==> src/hw/rtl/sphkn_pkg.sv <==
// sphkn_pkg: shared constants, types and state encodings of the SPH neighbour sum core.
// Used by every module of the block; no dependencies.
`default_nettype none
package sphkn_pkg;

  localparam int MAX_NEIGHBOURS = 1024;
  localparam int COUNT_W        = 11;
  localparam logic [COUNT_W-1:0] COUNT_CAP =
    COUNT_W'((MAX_NEIGHBOURS < 2047) ? MAX_NEIGHBOURS : 2047);

  localparam int REG_W   = 24;
  localparam int SUM_W   = 48;
  localparam int QDEPTH  = 2;
  localparam int QPTR_W  = $clog2(QDEPTH);
  localparam int QCNT_W  = $clog2(QDEPTH + 1);

  localparam logic [2:0] IDX_INNER_CONST = 3'd0;
  localparam logic [2:0] IDX_INNER_CUBIC = 3'd1;
  localparam logic [2:0] IDX_OUTER_COEF  = 3'd2;
  localparam logic [2:0] IDX_SPHERE_NORM = 3'd3;

  localparam logic [REG_W-1:0] RST_INNER_CONST = 24'd166887;
  localparam logic [REG_W-1:0] RST_INNER_CUBIC = 24'd1001316;
  localparam logic [REG_W-1:0] RST_OUTER_COEF  = 24'd333772;
  localparam logic [REG_W-1:0] RST_SPHERE_NORM = 24'd274516;

  typedef struct packed {
    logic [REG_W-1:0] inner_constant;
    logic [REG_W-1:0] inner_cubic;
    logic [REG_W-1:0] outer_coefficient;
    logic [REG_W-1:0] sphere_norm;
  } kcfg_t;

  // One classified request, front to back.
  typedef struct packed {
    logic        hit;
    logic        last;
    logic [61:0] d2;
    logic [30:0] radius;
    logic [31:0] mass;
    logic [31:0] volume_ratio;
  } entry_t;

  typedef enum logic [1:0] {F_IDLE, F_SQ, F_RR, F_PUSH} front_state_t;

  typedef enum logic [3:0] {
    B_IDLE, B_SQRT, B_DIV, B_M1, B_M2, B_M3, B_O1, B_O2, B_O3,
    B_NS, B_MT, B_VT, B_ACC
  } back_state_t;

endpackage
`default_nettype wire

==> src/hw/rtl/sphkn_front.sv <==
// sphkn_front: accepts requests, forms the wrapped squared distance and the inside test.
// Depends on sphkn_pkg; feeds sphkn_queue.
`default_nettype none
module sphkn_front (
  input  wire logic                 clk,
  input  wire logic                 rst_n,
  input  wire logic                 in_valid,
  output logic                      in_stall,
  input  wire logic [31:0]          in_centre_x,
  input  wire logic [31:0]          in_centre_y,
  input  wire logic [31:0]          in_centre_z,
  input  wire logic [30:0]          in_radius,
  input  wire logic [31:0]          in_other_x,
  input  wire logic [31:0]          in_other_y,
  input  wire logic [31:0]          in_other_z,
  input  wire logic [31:0]          in_other_mass,
  input  wire logic [31:0]          in_other_volume_ratio,
  input  wire logic                 in_usable,
  input  wire logic                 in_last_neighbour,
  output logic                      push_valid,
  input  wire logic                 push_ready,
  output sphkn_pkg::entry_t         push_data
);

  function automatic logic [31:0] wrap_dist(input logic [31:0] a, input logic [31:0] b);
    logic [31:0] d;
    d = a - b;
    if (d[31]) d = 32'd0 - d;
    return d;
  endfunction

  sphkn_pkg::front_state_t state_r, state_nxt;

  logic [30:0] rad_r;
  logic [31:0] mass_r, vr_r;
  logic        usable_r, last_r;
  logic [31:0] dx_r, dy_r, dz_r;
  logic [63:0] d2_r;
  logic [61:0] rr_r;
  logic [1:0]  sq_idx_r;
  logic [31:0] m_a;
  logic [63:0] prod;
  logic        accept;
  logic        hit;

  assign accept = in_valid && !in_stall;
  assign prod   = m_a * m_a;

  always_comb begin
    unique case (sq_idx_r)
      2'd0:    m_a = dx_r;
      2'd1:    m_a = dy_r;
      default: m_a = dz_r;
    endcase
    if (state_r == sphkn_pkg::F_RR) m_a = {1'b0, rad_r};
  end

  always_comb begin
    state_nxt = state_r;
    unique case (state_r)
      sphkn_pkg::F_IDLE: if (accept) state_nxt = sphkn_pkg::F_SQ;
      sphkn_pkg::F_SQ:   if (sq_idx_r == 2'd2) state_nxt = sphkn_pkg::F_RR;
      sphkn_pkg::F_RR:   state_nxt = sphkn_pkg::F_PUSH;
      sphkn_pkg::F_PUSH: if (push_ready) state_nxt = sphkn_pkg::F_IDLE;
      default:           state_nxt = sphkn_pkg::F_IDLE;
    endcase
  end

  always_comb begin
    hit                    = usable_r && (rad_r != 31'd0) && (d2_r < {2'b00, rr_r});
    in_stall               = (state_r != sphkn_pkg::F_IDLE);
    push_valid             = (state_r == sphkn_pkg::F_PUSH);
    push_data.hit          = hit;
    push_data.last         = last_r;
    push_data.d2           = d2_r[61:0];
    push_data.radius       = rad_r;
    push_data.mass         = mass_r;
    push_data.volume_ratio = vr_r;
  end

  always_ff @(posedge clk) begin
    if (!rst_n) begin
      state_r  <= sphkn_pkg::F_IDLE;
      sq_idx_r <= 2'd0;
    end else begin
      state_r <= state_nxt;
      if (accept) sq_idx_r <= 2'd0;
      else if (state_r == sphkn_pkg::F_SQ) sq_idx_r <= sq_idx_r + 2'd1;
    end
  end

  always_ff @(posedge clk) begin
    if (accept) begin
      rad_r    <= in_radius;
      mass_r   <= in_other_mass;
      vr_r     <= in_other_volume_ratio;
      usable_r <= in_usable;
      last_r   <= in_last_neighbour;
      dx_r     <= wrap_dist(in_centre_x, in_other_x);
      dy_r     <= wrap_dist(in_centre_y, in_other_y);
      dz_r     <= wrap_dist(in_centre_z, in_other_z);
      d2_r     <= 64'd0;
    end else if (state_r == sphkn_pkg::F_SQ) begin
      d2_r <= d2_r + prod;
    end
    if (state_r == sphkn_pkg::F_RR) rr_r <= prod[61:0];
  end

endmodule
`default_nettype wire

==> config.mk <==
export PLATFORM = sky130hd
export DESIGN_NAME = sphkn_front
export DESIGN_NICKNAME = d
export VERILOG_FILES = /design/src/hw/rtl/sphkn_pkg.sv /design/src/hw/rtl/sphkn_front.sv
export SDC_FILE = /design/constraint.sdc
export NUM_CORES = 2
export LEC_CHECK = 0
export BUFFER_PORTS_ARGS = -buffer_cell sky130_fd_sc_hd__buf_2
export CORE_MARGIN = 10
export CORE_UTILIZATION = 40
export CTS_BUF_LIST = sky130_fd_sc_hd__clkbuf_4 sky130_fd_sc_hd__clkbuf_8
export DETAILED_ROUTE_END_ITERATION = 10
export HOLD_SLACK_MARGIN = 0.02
export PLACE_DENSITY = 0.62
export SETUP_SLACK_MARGIN = 0.2
export SYNTH_ARGS = -nofsm -noshare
export SYNTH_HDL_FRONTEND = slang
export SYNTH_SLANG_ARGS = --single-unit
==> constraint.sdc <==
create_clock -name clk -period 14.1 [get_ports clk]
set_clock_uncertainty 0.15 [all_clocks]
set_input_delay 1.41 -clock clk [delete_from_list [all_inputs] [get_ports clk]]
set_output_delay 1.41 -clock clk [all_outputs]
set_load 0.02 [all_outputs]
==> flow_summary.ini <==
[critical_path]
critical-path-top-cell-by-count = sky130_fd_sc_hd__fa_1
crit-reg2reg-capture = d2_r[63]
cp_data_required_time_ns = 14.55
critical_path_depth = 48
critical_path.reg2reg.startpoint = sq_idx_r[0]
critical_path_peak_fanout = 16
rr_worst_depth = 48
worst-r2r-setup-slack_ns = 1.04
setup.worst_path.end_class = flip-flop
critical_path_arrival_ns = 13.52
slowest_cell_on_the_critical_path = sky130_fd_sc_hd__o41ai_1
setup.worst_path.class = reg2reg
startpoint_type = flip-flop
critical-path-top-delay-family = adder cells
critPathBufInv = 9
cp_slowest_stage_delay_ns = 0.60

[sta]
layout_setup_ws_ns = 1.04
layout_worst_path_cycle_share = 0.927
timing.final.max_slew_violations = 0
achievable-frequency_mhz = 76.5
fin_tns_setup_ns = 0
min_period_ns = 13.06
hold_violations = 0
finalSetupViolCount = 0
grt_setup_unrepaired = no
timing.max_slew.rel_slack = 0.152
worst_pin_slew_ns = 1.26

[flow_run]
maxCapViolations = 0

[logic_synthesis]
synth_sequential_area_ratio = 0.170
syn_area_um2 = 52900
syn_inst = 5757
postSynthAreaPerCell_um2 = 9.18
postSynth.asyncResetShare = 0
synth-edff-count = 254
synth-warning-count = 0
synth-seq-cells = 322
synth-main-ff-cell = sky130_fd_sc_hd__edfxtp_1
mappedNetlistNets = 7368
synthDistinctLibCells = 95

[cts]
clk_pin_slew_worst_paths_ns = 0.07
cts_hold_repair.buffers = 0
cts_buffer_depth = 3
root_buffer = sky130_fd_sc_hd__clkbuf_8
clk-insertion-delay-late_ns = 0.75
tritoncts_clock_tree = yes
cts_max_level = 2
quantity_of_gates_resized_following_cts = 0
clock-sinks = 322
cts_setup_buffers = 0
cts-buffers-inserted = 60

[floorplanning]
initial_utilization = 0.402
die_span_x_um = 384
design.die.area_um2 = 147000
number_of_core_rows = 133
pin_count = 454
placeableCoreArea_um2 = 131000
fp.dieH_um = 384

[global_route]
grt.overflow.total = 0
grt_pass1_wl_mm = 255
antenna_violations_before_repair = 17
grt_use_total = 0.223
largest_net_degree_at_the_start_of_global_routing = 117
grt_pass1_vias = 43914

[detailed_routing]
final_antenna_net_count = 0
route.detailed.drc = 0
detail_route.wirelength_mm = 167
post_drt_via_cell_ratio = 5.21
routed_wire_length_per_instance_um = 21.0
vias = 41371
first_pass_iters = 6
first_iter_violations = 2595

[placed_design]
dp.final_hpwl_mm = 140
gpl.final_weighted_congestion = 0.987
pre_cts_slack_ns = 1.30
postPlaceCellArea_um2 = 56900
port_buffers = 453

[hold_path]
min_path_type = reg2reg
min_delay_startpoint = d2_r[63]
holdPathStages = 2
worst_hold_path_ep = d2_r[63]

[cells_and_area]
area_delta_synth_final_pct = 10.4
finish.instance_area_um2 = 58400
final.fill_count = 13035
layout.core_utilization = 0.444
layout.cells.most_common_list = 1245 x sky130_fd_sc_hd__inv_1, 795 x sky130_fd_sc_hd__fa_1, 521 x sky130_fd_sc_hd__ha_1
drive_above_1_share = 0.115
design.final.nets = 7738
commonest_non_fill_non_tap_cell_in_the_layout = sky130_fd_sc_hd__inv_1

[outcome]
status = complete, no violations
[tightest hold or removal path, delay by kind of cell, from the launching register on]
family	cells	cell delay, ns
AND/OR/NAND/NOR	1	0.06
multiplexers	1	0.06
flip-flops	1	0.33
[synth_stat cells (70+ instances only)]
| cell type | number | area [µm²] |
|---|---|---|
| sky130_fd_sc_hd__fa_1 | 795 | 15900 |
| sky130_fd_sc_hd__xor2_1 | 120 | 1050 |
| sky130_fd_sc_hd__mux2i_1 | 70 | 701 |
| sky130_fd_sc_hd__nor2_1 | 459 | 1720 |
| sky130_fd_sc_hd__o21ai_0 | 125 | 626 |
| sky130_fd_sc_hd__a21o_1 | 174 | 1310 |
| sky130_fd_sc_hd__clkbuf_1 | 132 | 495 |
| sky130_fd_sc_hd__nand2_1 | 472 | 1770 |
| sky130_fd_sc_hd__edfxtp_1 | 254 | 7630 |
| sky130_fd_sc_hd__ha_1 | 523 | 6540 |
| sky130_fd_sc_hd__a21oi_1 | 277 | 1390 |
| sky130_fd_sc_hd__inv_1 | 1245 | 4670 |
| sky130_fd_sc_hd__xnor2_1 | 200 | 1750 |
[sequential cells by signal, summed over array words and instances (netlist names)]
| register | count |
|---|---|
| state_r | 2 |
| dy_r | 32 |
| vr_r | 32 |
| last_r | 1 |
| d2_r | 64 |
| rr_r | 61 |
| usable_r | 1 |
| mass_r | 32 |
| dx_r | 32 |
| rad_r | 31 |
| sq_idx_r | 2 |
| dz_r | 32 |
[cell families after synthesis]
group / after synthesis / share of synthesized area
muxes: 91 / 0.0177
DFF: 322 / 0.170
AOI/OAI and AO/OA: 915 / 0.113
buffers and inverters: 1480 / 0.110
and+or+nand+nor: 1310 / 0.111
xor gates and xnor gates: 321 / 0.0533
adders and majority gates: 1318 / 0.425
[layer usage]
layer	share of wire	track usage	vias up	wire length (µm)
met5	0.00034	0	-	57
met4	0.054	0.105	10	8990
met3	0.079	0.0463	354	13200
met1	0.39	0.271	20305	64300
met2	0.48	0.377	1524	80100
li1	-	-	19178	-
[through the flow]
stage	std cells	hold slack, ns
finish	7939	0.350
global placement	7820	0.325
detailed placement	7820	0.341
floorplan	5757	0.306
global route	7936	0.388
CTS	7933	0.356
[layout make-up]
type,instances,area (µm²),share of cell area
inverter,1254,4710,0.0808
clock inverter,35,448,0.00767
multi-input combinational,3955,38100,0.653
timing repair buffer,534,2880,0.0493
clock buffer,78,1020,0.0174
antenna,6,15.0,0.000257
sequential,322,8990,0.154
tap,1755,2200,0.0376
[how the worst max path moves through the flow]
stage / slack [ns] / from / to
global route: 0.43 / sq_idx_r[0] / d2_r[63]
floorplan: 1.16 / state_r[0] / d2_r[63]
global placement: 1.41 / sq_idx_r[0] / d2_r[63]
detailed placement: 1.30 / sq_idx_r[0] / d2_r[63]
CTS: 1.18 / sq_idx_r[0] / d2_r[63]
finish: 1.04 / sq_idx_r[0] / d2_r[63]
Power is not shown: default switching activity piles up to over one toggle a cycle in this logic, so the estimate is an artifact.
