==> config.mk <==
export PLATFORM = sky130hd
export DESIGN_NAME = sphkn_queue
export DESIGN_NICKNAME = d
export VERILOG_FILES = /design/src/hw/rtl/sphkn_pkg.sv /design/src/hw/rtl/sphkn_queue.sv
export SDC_FILE = /design/constraint.sdc
export NUM_CORES = 1
export LEC_CHECK = 0
export BUFFER_PORTS_ARGS = -buffer_cell sky130_fd_sc_hd__buf_2
export CORE_MARGIN = 2
export CORE_UTILIZATION = 56
export DETAILED_ROUTE_END_ITERATION = 10
export GPL_TIMING_DRIVEN = 1
export PLACE_DENSITY_LB_ADDON = 0.1
export SETUP_SLACK_MARGIN = 0.1
export SYNTH_ARGS = -nofsm -noshare
export SYNTH_HDL_FRONTEND = slang
export SYNTH_SLANG_ARGS = --single-unit
==> constraint.sdc <==
create_clock -name clk -period 9.9 [get_ports clk]
set_input_delay 0.99 -clock clk [delete_from_list [all_inputs] [get_ports clk]]
set_output_delay 0.99 -clock clk [all_outputs]
set_load 0.01 [all_outputs]
==> src/hw/rtl/sphkn_pkg.sv <==
// sphkn_pkg: shared constants, types and state encodings of the SPH neighbour sum core.
// Used by every module of the block; no dependencies.
`default_nettype none
package sphkn_pkg;

  localparam int MAX_NEIGHBOURS = 1024;
  localparam int COUNT_W        = 11;
  localparam logic [COUNT_W-1:0] COUNT_CAP =
    COUNT_W'((MAX_NEIGHBOURS < 2047) ? MAX_NEIGHBOURS : 2047);

  localparam int REG_W   = 24;
  localparam int SUM_W   = 48;
  localparam int QDEPTH  = 2;
  localparam int QPTR_W  = $clog2(QDEPTH);
  localparam int QCNT_W  = $clog2(QDEPTH + 1);

  localparam logic [2:0] IDX_INNER_CONST = 3'd0;
  localparam logic [2:0] IDX_INNER_CUBIC = 3'd1;
  localparam logic [2:0] IDX_OUTER_COEF  = 3'd2;
  localparam logic [2:0] IDX_SPHERE_NORM = 3'd3;

  localparam logic [REG_W-1:0] RST_INNER_CONST = 24'd166887;
  localparam logic [REG_W-1:0] RST_INNER_CUBIC = 24'd1001316;
  localparam logic [REG_W-1:0] RST_OUTER_COEF  = 24'd333772;
  localparam logic [REG_W-1:0] RST_SPHERE_NORM = 24'd274516;

  typedef struct packed {
    logic [REG_W-1:0] inner_constant;
    logic [REG_W-1:0] inner_cubic;
    logic [REG_W-1:0] outer_coefficient;
    logic [REG_W-1:0] sphere_norm;
  } kcfg_t;

  // One classified request, front to back.
  typedef struct packed {
    logic        hit;
    logic        last;
    logic [61:0] d2;
    logic [30:0] radius;
    logic [31:0] mass;
    logic [31:0] volume_ratio;
  } entry_t;

  typedef enum logic [1:0] {F_IDLE, F_SQ, F_RR, F_PUSH} front_state_t;

  typedef enum logic [3:0] {
    B_IDLE, B_SQRT, B_DIV, B_M1, B_M2, B_M3, B_O1, B_O2, B_O3,
    B_NS, B_MT, B_VT, B_ACC
  } back_state_t;

endpackage
`default_nettype wire

==> src/hw/rtl/sphkn_queue.sv <==
// sphkn_queue: short register FIFO between front and back.
// Depends on sphkn_pkg for the entry type and depth.
`default_nettype none
module sphkn_queue (
  input  wire logic               clk,
  input  wire logic               rst_n,
  input  wire logic               wr_valid,
  output logic                    wr_ready,
  input  wire sphkn_pkg::entry_t  wr_data,
  output logic                    rd_valid,
  input  wire logic               rd_pop,
  output sphkn_pkg::entry_t       rd_data
);

  sphkn_pkg::entry_t mem_r [sphkn_pkg::QDEPTH];
  logic [sphkn_pkg::QPTR_W-1:0] wr_ptr_r, rd_ptr_r;
  logic [sphkn_pkg::QCNT_W-1:0] cnt_r;
  logic push, pop;

  assign wr_ready = (cnt_r != sphkn_pkg::QCNT_W'(sphkn_pkg::QDEPTH));
  assign rd_valid = (cnt_r != '0);
  assign push     = wr_valid && wr_ready;
  assign pop      = rd_pop && rd_valid;
  assign rd_data  = mem_r[rd_ptr_r];

  always_ff @(posedge clk) begin
    if (!rst_n) begin
      wr_ptr_r <= '0;
      rd_ptr_r <= '0;
      cnt_r    <= '0;
    end else begin
      if (push) wr_ptr_r <= (wr_ptr_r == sphkn_pkg::QPTR_W'(sphkn_pkg::QDEPTH - 1)) ?
                            '0 : wr_ptr_r + 1'b1;
      if (pop)  rd_ptr_r <= (rd_ptr_r == sphkn_pkg::QPTR_W'(sphkn_pkg::QDEPTH - 1)) ?
                            '0 : rd_ptr_r + 1'b1;
      if (push && !pop)      cnt_r <= cnt_r + 1'b1;
      else if (pop && !push) cnt_r <= cnt_r - 1'b1;
    end
  end

  always_ff @(posedge clk) begin
    if (push) mem_r[wr_ptr_r] <= wr_data;
  end

endmodule
`default_nettype wire

==> results of run 1 <==
sequential cells by signal, summed over array words and instances, names as in the netlist, named ones only:
signal and flops:
wr_ptr_r 1, cnt_r 2, mem_r 318, rd_ptr_r 1
layout by cell type (no fill, tap or decap):
cell type	count
xor2_1	1
ha_1	1
clkinvlp_4	1
mux2_2	58
mux2_4	101
clkinv_1	10
o21ai_1	1
and3_4	1
clkinv_2	6
inv_6	2
dfxtp_1	4
or3_1	1
buf_4	5
or2_2	1
a21bo_2	1
bufinv_16	2
nand2b_4	1
and2_1	4
nand3b_1	1
diode_2	7
a21boi_0	1
clkbuf_1	4
buf_2	323
a21boi_1	1
clkbuf_16	37
o21ai_0	1
dfxtp_4	1
edfxtp_1	318
xnor2_1	2
how the worst max path moves through the flow:
stage / start / to / slack, ps / depth (start not counted)
after floorplan: wr_valid / mem_r[1][0] / 4680 / 1
after global placement: wr_valid / mem_r[1][18] / 6410 / 4
after detailed placement: wr_valid / mem_r[1][26] / 6350 / 4
after CTS: flop / rd_data[11] / 6090 / 3
after global routing: flop / rd_data[158] / 6000 / 3
final: flop / rd_data[11] / 6150 / 3
metal layers:
layer | global-route usage, % | vias to the layer above
li1 | - | 2776
met3 | 7.68 | 39
met1 | 21.1 | 2929
met4 | 6.07 | 4
met2 | 34.1 | 229
met5 | 0 | -
cells by family after synthesis:
logic type      synth area share (%)
compound gates                 0.289
mux                             17.9
flops                           79.5
fa+ha+maj                      0.103
xor+xnor                       0.216
buf+inv                         1.49
simple gates                   0.536
final cells by class:
cell class / count / area, sq um
clock buffers: 41 / 941
well taps: 275 / 344
inverters: 1 / 8.76
fillers: 1351 / 6080
repair buffers: 328 / 1650
multi-input cells: 177 / 2310
diodes: 7 / 17.5
clock inverters: 20 / 144
flip-flops and latches: 323 / 9650
worst max-delay path: cells and delay by family (launching register included):
kind	cells	cell delay [ps]
DFF	1	710
muxes	1	440
buffers and inverters	2	1050
cells in the mapped netlist:
| cell type | number | area, sq um |
|---|---|---|
| edfxtp_1 | 318 | 9550 |
| mux2_4 | 101 | 1520 |
| mux2_2 | 58 | 653 |
| buf_6 | 14 | 158 |
| dfxtp_1 | 5 | 100 |
| and2_1 | 4 | 25.0 |
| buf_2 | 4 | 20.0 |
| xnor2_1 | 2 | 17.5 |
| a21bo_2 | 1 | 10.0 |
| a21boi_0 | 1 | 7.51 |
| a21boi_1 | 1 | 7.51 |
| and3_1 | 1 | 6.26 |
| ha_1 | 1 | 12.5 |
| inv_1 | 1 | 3.75 |
| nand2b_4 | 1 | 13.8 |
| nand3b_1 | 1 | 7.51 |
| o21ai_0 | 1 | 5.00 |
| o21ai_1 | 1 | 5.00 |
| or2_2 | 1 | 6.26 |
| or3_1 | 1 | 6.26 |
| xor2_1 | 1 | 8.76 |
power by group through the flow:
stage          logic [mW]  clock network (mW)  registers [mW]
6_report            0.952                1.21            1.78
5_1_grt              1.02                1.30            1.79
4_1_cts             0.969                1.24            1.78
3_5_place_dp        0.965                   0            1.81
3_3_place_gp        0.950                   0            1.80
2_1_floorplan       0.678                   0            1.79
through the flow:
step	utilization, %	hold slack [ps]	cells
4_1_cts	71.2	564	1165
3_3_place_gp	66.1	528	1104
3_5_place_dp	66.1	562	1104
5_1_grt	71.2	596	1167
6_report	71.3	556	1172
2_1_floorplan	-	512	519
==> results.py, run 1 <==
metrics = {
    "outcome": {
        "status": "finished clean",
    },
    "drt": {
        "wl_met1_um": 8340,
        "drt_iter0_markers": 288,
        "wl_um": 23000,
        "vias_per_cell": 5.10,
        "wl_met3_um": 2220,
        "drc": 0,
        "first_pass_iters": 4,
        "wl_per_cell_um": 19.6,
        "highest_layer": "met5",
        "wl_met2_um": 12000,
        "vias": 5977,
        "antenna_left": 0,
    },
    "pwr": {
        "seqPwrFrac_pct": 45.1,
        "p_comb_share_pct": 24.2,
        "pwr-share-clk_pct": 30.7,
        "p_int_mw": 2.92,
        "power.switching_mw": 1.02,
        "powerDensity_nw_per_um2": 261,
        "leakagePower_nw": 5.83,
        "p_sw_share_pct": 25.9,
        "total_power_mw": 3.94,
        "irDropWorstVdd_mv": 0.215,
    },
    "sta": {
        "postLayoutSetupSlackWorst_ps": 6150,
        "fin_crit_sh_pct": 37.8,
        "setup_viol": 0,
        "report.final.slew_viol_count": 0,
        "hold_viol": 0,
        "fin_crit_ps": 3750,
        "skew_ps": 8.75,
        "final.setup.tns_ps": 0,
        "grt_setup_unrepaired": "false",
        "fmax_mhz": 267,
        "worst_pin_slew_ps": 1110,
        "slew_headroom_pct": 26.2,
    },
    "finish": {
        "nets": 1029,
        "final_area_sq_um": 15100,
        "drive_above_1_share_pct": 60.7,
        "syn_to_final_growth_pct": 24.2,
    },
    "setup_path": {
        "crit_path_start_kind": "flop",
        "worstPathRequired_ps": 8910,
        "slowest_stage": "buf_4",
        "r2r-start": "cnt_r[0]",
        "r2r_end": "mem_r[1][26]",
        "worst-path-max-fanout": 67,
        "crit_chain": "buf_4 > mux2_2 > buf_2",
        "timing_worst_setup_path_type": "flop to output pin",
        "reg2reg_depth": 4,
        "worst-r2r-setup-slack_ps": 6870,
        "endpoint_kind": "output pin",
        "worstPathArrival_ps": 2760,
        "cpPeakStageDelay_ps": 900,
    },
    "clock_network": {
        "cts_resized": 0,
        "cts_tree": "yes",
        "clkLatencyLatePin_ps": 500,
        "ctsHoldBuffers": 0,
        "cts-htree-levels": 2,
        "cts_setup_buffers": 0,
        "numCtsBuffers": 34,
        "clock-root-buffer": "clkbuf_16",
        "clock_path_buffers": 3,
        "cts_sinks": 323,
        "clk_pin_slew_ps": 50,
    },
    "min_path": {
        "whs_path_depth": 2,
        "hp-start": "cnt_r[1]",
        "whs_endpoint": "cnt_r[1]",
        "hold_path_class": "flop to flop",
    },
    "global_route": {
        "grt_pass1_wl_um": 32800,
        "grt_max_degree": 81,
        "grt_usage_pct": 19.2,
        "grt_pass1_vias": 6171,
        "antenna_found_initial": 8,
        "overflow": 0,
    },
    "synth": {
        "netlist_area_sq_um": 12100,
        "syn_nets": 683,
        "yosys_register_bits": 323,
        "syn_area_per_cell_sq_um": 23.4,
        "ys_seq_area_share_pct": 79.5,
        "postSynthCellCount": 519,
        "yosysWarnings": 0,
        "synth_cell_types": 21,
    },
    "die": {
        "die_h_um": 151,
        "io_pins": 324,
        "core_sq_um": 21200,
        "num_rows": 53,
        "die_width_um": 151,
        "fp.dieArea_sq_um": 22900,
        "start_util_pct": 57.4,
    },
    "placed_design": {
        "dpl_cell_area_sq_um": 14000,
        "finalWeightedCongestion": 0.757,
        "dpl.hpwl_um": 15600,
        "io_buffers": 323,
        "place_ws_ps": 6350,
    },
    "flow_run": {
        "max-cap-violations": 0,
    },
}
No activity file was read; power rests on OpenSTA's default activity.
==> run 2: changes to the inputs <==
CORE_UTILIZATION = 47   (was 56)
clock period = 3.3 ns   (was 9.9 ns; I/O delays follow)
==> results.py, run 2 (synthesized netlist as in run 1, its figures left out) <==
metrics = {
    "outcome": {
        "status": "finished clean",
    },
    "finish": {
        "syn_to_final_growth_pct": 27.4,
        "drive_above_1_share_pct": 59.0,
        "largest_reg_flops": 318,
        "instances_no_fill": 1254,
        "largestRegisters": "mem_r (318), cnt_r (2)",
        "mostFrequentLayoutCell": "buf_2",
        "nets": 1059,
        "layout_common_cells": "323 x buf_2, 318 x edfxtp_1, 101 x mux2_4, 58 x mux2_2, 37 x clkbuf_16",
        "final_area_sq_um": 15500,
        "top_register": "mem_r",
    },
    "sta": {
        "fmax_mhz": 407,
        "hold_viol": 0,
        "whs_ps": 21.7,
        "final.setup.tns_ps": 0,
        "worst_pin_slew_ps": 631,
        "fin_crit_ps": 2460,
        "skew_ps": 13.9,
        "slew_headroom_pct": 58.0,
        "report.final.slew_viol_count": 0,
        "fin_crit_sh_pct": 74.5,
        "setup_viol": 0,
        "grt_setup_unrepaired": "false",
    },
    "clock_network": {
        "clock-root-buffer": "clkbuf_16",
        "clk_pin_slew_ps": 60,
        "cts-htree-levels": 2,
        "numCtsBuffers": 35,
        "clock_path_buffers": 3,
        "clkLatencyLatePin_ps": 500,
        "cts_sinks": 323,
        "cts_tree": "yes",
        "cts_setup_buffers": 0,
    },
    "drt": {
        "antenna_left": 0,
        "first_pass_iters": 4,
        "drc": 0,
        "drt_iter0_markers": 397,
        "wl_um": 23800,
        "wl_per_cell_um": 19.0,
        "vias_per_cell": 4.87,
        "vias": 6108,
    },
    "setup_path": {
        "crit_path_start_kind": "flop",
        "worst-r2r-setup-slack_ps": 1290,
        "path_buf_inv": 2,
        "timing_worst_setup_path_type": "flop to output pin",
        "worstPathArrival_ps": 2130,
        "slowest_stage": "dfxtp_4",
        "crit_chain": "buf_12 > mux2_2 > buf_2",
        "worst-path-max-fanout": 45,
        "cpPeakStageDelay_ps": 700,
        "worstPathRequired_ps": 2970,
        "endpoint_kind": "output pin",
        "path_delay_family": "flip-flops",
    },
    "die": {
        "die_width_um": 165,
        "fp.dieArea_sq_um": 27100,
        "core_sq_um": 25300,
        "num_rows": 58,
        "io_pins": 324,
        "start_util_pct": 48.1,
        "die_h_um": 165,
    },
    "pwr": {
        "powerDensity_nw_per_um2": 768,
        "leakagePower_nw": 5.95,
        "irDropWorstVdd_mv": 0.493,
        "total_power_mw": 11.9,
    },
    "global_route": {
        "grt_pass1_vias": 6455,
        "overflow": 0,
        "grt_usage_pct": 17.1,
        "grt_max_degree": 100,
        "antenna_found_initial": 7,
        "grt_pass1_wl_um": 35100,
    },
    "placed_design": {
        "dpl.hpwl_um": 16000,
        "dp_cells": 1164,
        "finalWeightedCongestion": 0.750,
        "io_buffers": 323,
        "dpl_cell_area_sq_um": 14100,
    },
    "flow_run": {
        "max-cap-violations": 0,
    },
    "min_path": {
        "hold_path_class": "primary input to flop",
    },
}
run 2: final timing paths:
check | endpoint | depth (start not counted) | from
worst max-delay path | rd_data[137] | 3 | flop
worst min-delay path | mem_r[0][132] | 1 | wr_data[132]
worst max register to register | mem_r[1][151] | 3 | cnt_r[0]
worst min register to register | cnt_r[1] | 2 | cnt_r[1]
run 2: stage by stage:
stage	util (%)	setup WS, ps
after CTS	61.1	774
after detailed placement	56.0	1280
final	61.2	841
after floorplan	-	-87.7
after global placement	56.0	1340
after global routing	61.2	726
run 2: repair_timing:
item	in CTS	in global routing
hold buffers	22	2
setup endpoints to repair	0	0
endpoints found under the hold margin	42	3
gates resized for setup	0	0
run 2: metal layers:
layer | track usage (%) | vias to the layer above | share of wire, %
met1 | 20.4 | 2982 | 38
met4 | 6.32 | 0 | 2.7
met3 | 5.65 | 38 | 9.1
li1 | - | 2837 | -
met5 | 0 | - | 0
met2 | 28.9 | 251 | 50
run 2: final cells by class:
| cell class | count | area, sq um |
|---|---|---|
| diodes | 7 | 17.5 |
| inverters | 1 | 7.51 |
| fillers | 1901 | 9790 |
| repair buffers | 357 | 1990 |
| clock buffers | 46 | 960 |
| multi-input cells | 177 | 2310 |
| clock inverters | 13 | 108 |
| flip-flops and latches | 323 | 9650 |
| well taps | 330 | 413 |
run 2: where the power goes:
part / leakage [nW] / internal [mW] / switching (mW)
combinational: 2.43 / 1.49 / 1.45
sequential: 3.01 / 5.13 / 0.194
clock: 0.515 / 2.19 / 1.43
total: 5.95 / 8.81 / 3.07
==> run 3: changes to the inputs <==
clock period = 2.1 ns   (was 3.3 ns; I/O delays follow)
==> results.py, run 3 (synthesized netlist as in run 1, its figures left out) <==
metrics = {
    "outcome": {
        "status": "finished clean",
    },
    "sta": {
        "whs_ps": 55.2,
        "fin_crit_ps": 1940,
        "slew_headroom_pct": 62.5,
        "report.final.slew_viol_count": 0,
        "hold_viol": 0,
        "setup_viol": 0,
        "worst_pin_slew_ps": 562,
        "fin_crit_sh_pct": 92.2,
        "final.setup.tns_ps": 0,
        "fmax_mhz": 516,
        "skew_ps": 8.90,
        "grt_setup_unrepaired": "true",
    },
    "die": {
        "die_h_um": 165,
        "fp.dieArea_sq_um": 27100,
        "num_rows": 58,
        "die_width_um": 165,
        "io_pins": 324,
        "core_sq_um": 25300,
        "start_util_pct": 48.1,
    },
    "setup_path": {
        "path_buf_inv": 3,
        "endpoint_kind": "output pin",
        "path_delay_family": "buffers and inverters",
        "crit_chain": "buf_12 > buf_12 > mux2_4 > buf_2",
        "path_common_cell": "buf_12",
        "worstPathArrival_ps": 1730,
        "timing_worst_setup_path_type": "flop to output pin",
        "reg2reg_depth": 4,
        "crit_path_start_kind": "flop",
        "worst-path-max-fanout": 24,
        "r2r_end": "mem_r[0][0]",
        "r2r-start": "cnt_r[0]",
        "worst-r2r-setup-slack_ps": 440,
        "worstPathRequired_ps": 1890,
        "slowest_stage": "dfxtp_4",
        "cpPeakStageDelay_ps": 390,
    },
    "global_route": {
        "grt_pass1_vias": 7097,
        "antenna_found_initial": 3,
        "overflow": 0,
        "grt_pass1_wl_um": 37900,
        "grt_usage_pct": 18.6,
        "grt_max_degree": 91,
    },
    "drt": {
        "vias_per_cell": 4.75,
        "drt_iter0_markers": 329,
        "drc": 0,
        "antenna_left": 0,
        "first_pass_iters": 4,
        "wl_per_cell_um": 18.5,
        "wl_um": 25800,
        "vias": 6647,
    },
    "finish": {
        "multiInputGateArea_sq_um": 2310,
        "final.fill_count": 1701,
        "top_register": "mem_r",
        "syn_to_final_growth_pct": 40.4,
        "drive_above_1_share_pct": 52.1,
        "final_area_sq_um": 17000,
        "layout_common_cells": "323 x buf_2, 318 x edfxtp_1, 160 x dlygate4sd3_1, 101 x mux2_4, 58 x mux2_2",
        "seqCellArea_sq_um": 9650,
        "largestRegisters": "mem_r (318), cnt_r (2)",
        "mostFrequentLayoutCell": "buf_2",
        "largest_reg_flops": 318,
        "nets": 1205,
    },
    "pwr": {
        "total_power_mw": 19.3,
        "p_comb_share_pct": 27.3,
        "seqPwrFrac_pct": 42.9,
        "p_sw_share_pct": 26.1,
        "p_int_mw": 14.3,
        "powerDensity_nw_per_um2": 1130,
        "leakagePower_nw": 6.63,
        "irDropWorstVdd_mv": 0.902,
        "power.switching_mw": 5.03,
        "pwr-share-clk_pct": 29.9,
    },
    "min_path": {
        "whs_path_depth": 3,
        "hold_path_class": "primary input to flop",
        "whs_endpoint": "wr_ptr_r",
        "hp-start": "wr_valid",
    },
    "clock_network": {
        "cts_tree": "yes",
        "clk_pin_slew_ps": 50,
        "clkLatencyLatePin_ps": 500,
        "cts-htree-levels": 2,
        "cts_sinks": 323,
        "clock-root-buffer": "clkbuf_16",
        "numCtsBuffers": 35,
        "clock_path_buffers": 3,
    },
    "placed_design": {
        "io_buffers": 323,
        "finalWeightedCongestion": 0.725,
        "dpl_cell_area_sq_um": 14200,
        "dpl.hpwl_um": 16300,
    },
    "flow_run": {
        "max-cap-violations": 0,
    },
}
==> run 3: changes by cell type in the layout (fill, tap and decap cells not counted), moves of 2 or more <==
cell,previous run,this run
buf_12,5,8
clkinv_2,2,6
diode_2,7,3
buf_16,0,3
dlygate4sd3_1,24,160
buf_4,5,7
==> run 3: timing repair <==
item                       in CTS  in global routing
hold buffers                  160                  0
setup endpoints to repair     149                 27
setup buffers                   6                  0
hold endpoints to repair      323                  0
gates resized for setup         5                  3
pin swaps                       0                  0
gates cloned                    1                  1
==> run 3: power groups by stage <==
| stage | combinational [mW] | clock, mW | sequential (mW) |
|---|---|---|---|
| floorplan | 3.20 | 0 | 8.40 |
| global placement | 4.69 | 0 | 8.41 |
| detailed placement | 4.77 | 0 | 8.46 |
| CTS | 5.27 | 5.90 | 8.28 |
| global route | 5.63 | 6.21 | 8.34 |
| finish | 5.27 | 5.77 | 8.28 |
==> run 3: how the worst max path moves through the flow <==
stage	start	slack, ps	depth (start not counted)	to
finish	flop	160	4	rd_data[36]
global route	flop	90	4	rd_data[15]
CTS	flop	80	4	rd_data[128]
detailed placement	cnt_r[0]	450	3	mem_r[1][118]
global placement	cnt_r[0]	490	4	mem_r[0][48]
floorplan	cnt_r[0]	-1290	3	mem_r[0][0]
==> run 3: worst register-to-register path, delay by kind of cell, from the launching register on <==
kind                   cells  cell delay, ps
and+or+nand+nor            2             300
buffers and inverters      2             550
DFF                        1             370
==> run 3: area by class of cell <==
type	count	share of cell area [%]
antenna	3	0.0441
sequential	323	56.7
clock buffer	46	5.63
clock inverter	17	0.771
multi-input combinational	177	13.6
timing repair buffer	503	20.9
inverter	1	0.0441
tap	330	2.42
==> run 3: metal layers <==
metal / vias up / wire length (um) / GRT usage (%)
met5: - / 0 / 0
met4: 0 / 782 / 7.27
met3: 55 / 1910 / 5.22
met2: 262 / 13300 / 32.6
met1: 3206 / 9800 / 21.6
li1: 3124 / - / -
==> run 3: through the flow <==
stage	std cells	util, %	worst slack, ps
after floorplan	519	-	-1290
after global routing	1400	67.5	88.2
after CTS	1396	67.3	79.5
final	1400	67.5	163
after detailed placement	1166	56.2	452
after global placement	1166	56.2	495
